[src/sv/scms_pkg.sv]
// Package for the sliding-window count-min sketch.
// Holds shared sizes and constants; depends on nothing.
package scms_pkg;
    localparam int ROWS_DEF = 4;
    localparam int BUCKETS_DEF = 1024;
    localparam int FIELDS_DEF = 2;
    localparam int IDX_W = 10;
    localparam logic [31:0] RATE_RESET = 32'h0001_0000;
    localparam logic [30:0] EST_MAX = 31'h7fff_ffff;
    localparam logic [31:0] CNT_MAX = 32'hffff_ffff;
    localparam int COUNT_W = 48;
endpackage

[src/sv/scms_min.sv]
// Merging stage: minimum over the row sums, saturated to the estimate range.
// Depends on scms_pkg.
module scms_min #(
    parameter int ROWS = scms_pkg::ROWS_DEF,
    parameter int SW = 34
) (
    input  logic [SW-1:0] i_sum [ROWS],
    output logic [30:0]   o_est
);
    import scms_pkg::*;
    logic [SW-1:0] best;

    // Linear minimum over the rows, starting from the saturation value.
    always_comb begin
        best = SW'(EST_MAX);
        for (int r = 0; r < ROWS; r++) begin
            if (i_sum[r] < best) begin
                best = i_sum[r];
            end
        end
        o_est = best[30:0];
    end
endmodule

[config.mk]
export PLATFORM = sky130hd
export DESIGN_NAME = scms_min
export DESIGN_NICKNAME = d
export VERILOG_FILES = /design/src/sv/scms_pkg.sv /design/src/sv/scms_min.sv
export SDC_FILE = /design/constraint.sdc
export NUM_CORES = 1
export LEC_CHECK = 0
export BUFFER_PORTS_ARGS = -buffer_cell sky130_fd_sc_hd__buf_4
export CORE_UTILIZATION = 45
export DETAILED_ROUTE_END_ITERATION = 16
export PLACE_DENSITY = 0.73
export SYNTH_ARGS = -nofsm -noshare
export SYNTH_HDL_FRONTEND = slang
export SYNTH_SLANG_ARGS = --single-unit
[constraint.sdc]
create_clock -name vclk -period 20.8
set_clock_uncertainty 0.05 [all_clocks]
set_input_delay 1.04 -clock vclk [all_inputs]
set_output_delay 1.04 -clock vclk [all_outputs]
set_load 0.05 [all_outputs]
### Yosys cells after proc, flatten, opt, wreduce, memory -nomap -nowiden

Cells that the tools add are included.

* output and inout port bits: 31
* word-level logic and storage cells: 8
* flip-flop bits (word level): 0
* bits of input ports: 136

* muxes and demuxes: 4
* magnitude comparators: 4

Operators with widths (number)
* less-than comparator 34 bit: 3
* two-way mux 34 bit: 3
* less-than comparator 34 x 31 -> 1 bit, second input constant: 1
* two-way mux 31 bit: 1

### Logic depth before layout (Yosys ltp)

* depth after elaboration: 8
* depth in mapped cells: 41
* gate-level depth less buffers: 34

### Least setup slack after synthesis

OpenSTA, ideal clock, no wires.

* path type: input port to output port
* start: input i_sum[102] in the netlist's numbering
* end: output o_est[21]
* path buffers: 7
* data arrival time: 9995 ps
* stages on the path: 40
* path slack: 9715 ps
* required time: 19710 ps
* path through: nand4_1 > nor4_1 > a21o_1 > clkbuf_1 > buf_1 > nor2_1 > ha_1 > nand4_1 > nor2_1 > nand2_1 > or4_1 > or4b_4 > nand2_1 > buf_2 > clkbuf_1 > nand2_1 > o21ai_0 > ha_1 > [4 not listed] > a41oi_1 > nor3b_1 > a211oi_2 > o211ai_1 > buf_2 > mux2_2 > ha_1 > a21o_1 > a21o_1 > a21oi_1 > o21ai_0 > a21o_1 > a221o_1 > a211oi_1 > o21ai_1 > clkbuf_1 > clkbuf_1 > a31oi_1

* word-level cells in the longest chain between the ends: 8

RTL lines
* from (decl): line scms_min.sv:7 `input logic [SW-1:0] i_sum [ROWS],`
* less-than comparator 34 x 31 -> 1 bit: line scms_min.sv:17 `if (i_sum[r] < best) begin`
* two-way mux 34 bit *: line scms_min.sv:17
* less-than comparator 34 bit: line scms_min.sv:17
* two-way mux 34 bit *: line scms_min.sv:17
* less-than comparator 34 bit: line scms_min.sv:17
* two-way mux 34 bit *: line scms_min.sv:17
* less-than comparator 34 bit: line scms_min.sv:17
* two-way mux 31 bit *: line scms_min.sv:17
* to (decl): line scms_min.sv:8 `output logic [30:0] o_est`

Mark *: on every way between the ends. The rest lies on a longest branch, timed or not.

### Worst setup path after layout

* start: input i_sum[103] in the netlist's numbering
* end: output o_est[3]

The elaborated chain is that of the path after synthesis.

==> results.cfg <==
[run_status]
outcome = finished clean

[timing]
worst_pin_slew_ns = 1.319
hold_ws_ns = 2.567
drv_slew = 0
fin_crit_ns = 13.96
slew_headroom_pct = 11.76
fin_crit_sh_pct = 67.09
setup_viol_count_final = 0
fmax_mhz = 71.66
hold_viol = 0
rsz0062_at_grt = false
finalSetupTns_ns = 0

[pwr]
peakVddDrop_uv = 61.20
powerDensity_mw_per_mm2 = 56.91
leakage_uw = 0.002765

[logic_synthesis]
synth_top_family_by_area = compound AO/OA/AOI/OAI gates
synth_compound_area_share_pct = 37.44
synthXorXnorAreaFrac_pct = 0.1787
yosys.area_share.adder_pct = 24.71
synth_cell_type_count = 57
synthSimpleGateAreaFrac_pct = 22.66
synth_area_mm2 = 0.004902
yosysWarnings = 0
muxShareOfSynthArea_pct = 7.147
syn_avg_cell_area_um2 = 7.064
synthCells = 694
yosysSeqAreaShare_pct = 0

[cells_and_area]
n_antenna_cell = 0
area_growth_pct = 26.47
seq_cell_count = 0
design.final.nets = 1047
clkbuf_count = 0
seq_area_um2 = 0
drive_gt1_share_pct = 26.69
nFillCells = 1009
layout_common_cells = buf_4 (175), ha_1 (96), nand2_1 (51)
final_common_cell = buf_4

[global_routing]
grt_pass1_wl_um = 28720
antenna_found_initial = 0
track_usage_pct = 30.55
grt_max_degree = 59
grt_pass1_vias = 5840
grt-ovfl-total = 0

[route]
num_vias = 6205
drtAntennaViolNets = 0
viasPerCell = 6.538
wl_per_cell_um = 18.66
drtIter0Drc = 472
detailedRoute.firstPassIterationCount = 5
remaining_drc_errors = 0
routed_wl_um = 17710

[worst_setup_path]
worstSetupStartpointType = input pin
slowest_delay_ns = 0.98
crit_path_end_kind = primary output
crit_type = input pin to primary output
required_ns = 19.71
crit_path_max_fanout = 58
worst_path_most_repeated_cell = buf_4
worstPathArrival_ns = 12.87
cpMaxStageDelayCell = a211oi_4

[clocking]
cts_resized = 0
cts_setup_buffers = 0
hold_buffers = 0

[job]
maxCapViolations = 0

[floorplanning]
core_area_mm2 = 0.01046
die_x_um = 106.4
std_cell_rows = 37
initial_core_util_pct = 46.85
dieArea_mm2 = 0.01132
io_pins = 167
die_y_um = 106.4

[worst_hold_path]
hold_class = input pin to primary output

[placed_design]
port_buffers = 167
place_hpwl_um = 14380
gp_congestion = 0.9584
[layer usage]
layer / routed length (µm) / part of all wire, % / vias to the layer above / GRT usage, %
li1: - / - / 2995 / -
met1: 7809 / 44 / 2889 / 41.04
met2: 8180 / 46 / 292 / 53.57
met3: 1315 / 7.4 / 29 / 1.594
met4: 407 / 2.3 / 0 / 6.151
met5: 0 / 0 / - / 0
[power by group]
| group | internal [µW] | leakage (µW) | switching [µW] |
|---|---|---|---|
| Combinational | 121 | 0.00276 | 231 |
| Sequential | 0 | 0 | 0 |
| Clock | 0 | 0 | 0 |
[worst max-delay path: cells and delay by family]
family | cells | cell delay, ns
AO/OA/AOI/OAI | 17 | 6.00
AND/OR/NAND/NOR | 11 | 2.43
buffers and inverters | 5 | 1.34
multiplexers | 2 | 1.02
adder cells (fa/ha/maj) | 3 | 0.99
[per-stage QoR]
step | instance area, µm² | util, % | total power (µW) | std cells | setup slack (ns)
floorplan | 4910 | - | 242.0 | 696 | 9.715
global placement | 6200 | 59.26 | 342.8 | 949 | 7.400
detailed placement | 6200 | 59.26 | 346.6 | 949 | 7.035
CTS | 6200 | 59.26 | 348.2 | 949 | 7.051
global route | 6200 | 59.26 | 377.7 | 949 | 5.836
finish | 6200 | 59.26 | 352.8 | 949 | 6.845
[cell families (layout without fill, tap and decap cells)]
| family | after synthesis | in the layout |
|---|---|---|
| AO/OA/AOI/OAI | 252 | 252 |
| XOR/XNOR | 1 | 1 |
| adder cells (fa/ha/maj) | 97 | 97 |
| buffers and inverters | 94 | 211 |
| multiplexers | 31 | 31 |
| other | 1 | 3 |
| AND/OR/NAND/NOR | 218 | 218 |
[layout make-up]
| class | count | area (µm²) | area share, % |
|---|---|---|---|
| multi-input cells | 602 | 4581 | 73.88 |
| inverters | 36 | 135.1 | 2.180 |
| well taps | 136 | 170.2 | 2.745 |
| repair buffers | 175 | 1314 | 21.19 |
[final timing paths]
path                    end  slack (ns)  cells after the start       start
setup / recovery   o_est[3]        6.84                     38  i_sum[103]
hold / removal    o_est[22]        2.57                      4   i_sum[22]
[cell usage after synthesis (2+ instances only)]
cell type   n  share of area [%]
ha_1       96                 25
nand2_1    51                3.9
nor2_1     50                3.8
o21ai_0    49                5.0
clkbuf_1   40                3.1
inv_1      36                2.8
or3_1      34                4.3
a2111oi_0  32                5.7
nand2b_1   31                4.0
o2111ai_1  31                5.5
o221ai_1   30                5.4
a31oi_1    29                3.7
mux2_2     27                6.2
a21oi_1    24                2.5
nand4_1    21                2.7
a21o_1     20                3.1
buf_2      11                1.1
nor3_1     10                1.0
a211oi_1    9                1.4
nand3_1     6               0.61
buf_4       4               0.61
nor2b_1     4               0.51
buf_1       3               0.23
nor4_1      3               0.38
o22ai_1     3               0.38
a211o_1     2               0.36
a211oi_2    2               0.51
a31o_2      2               0.36
a41oi_1     2               0.36
mux2_1      2               0.46
o211ai_1    2               0.31
or2_2       2               0.26
or4_1       2               0.31
(Power assumes the default switching activity.)
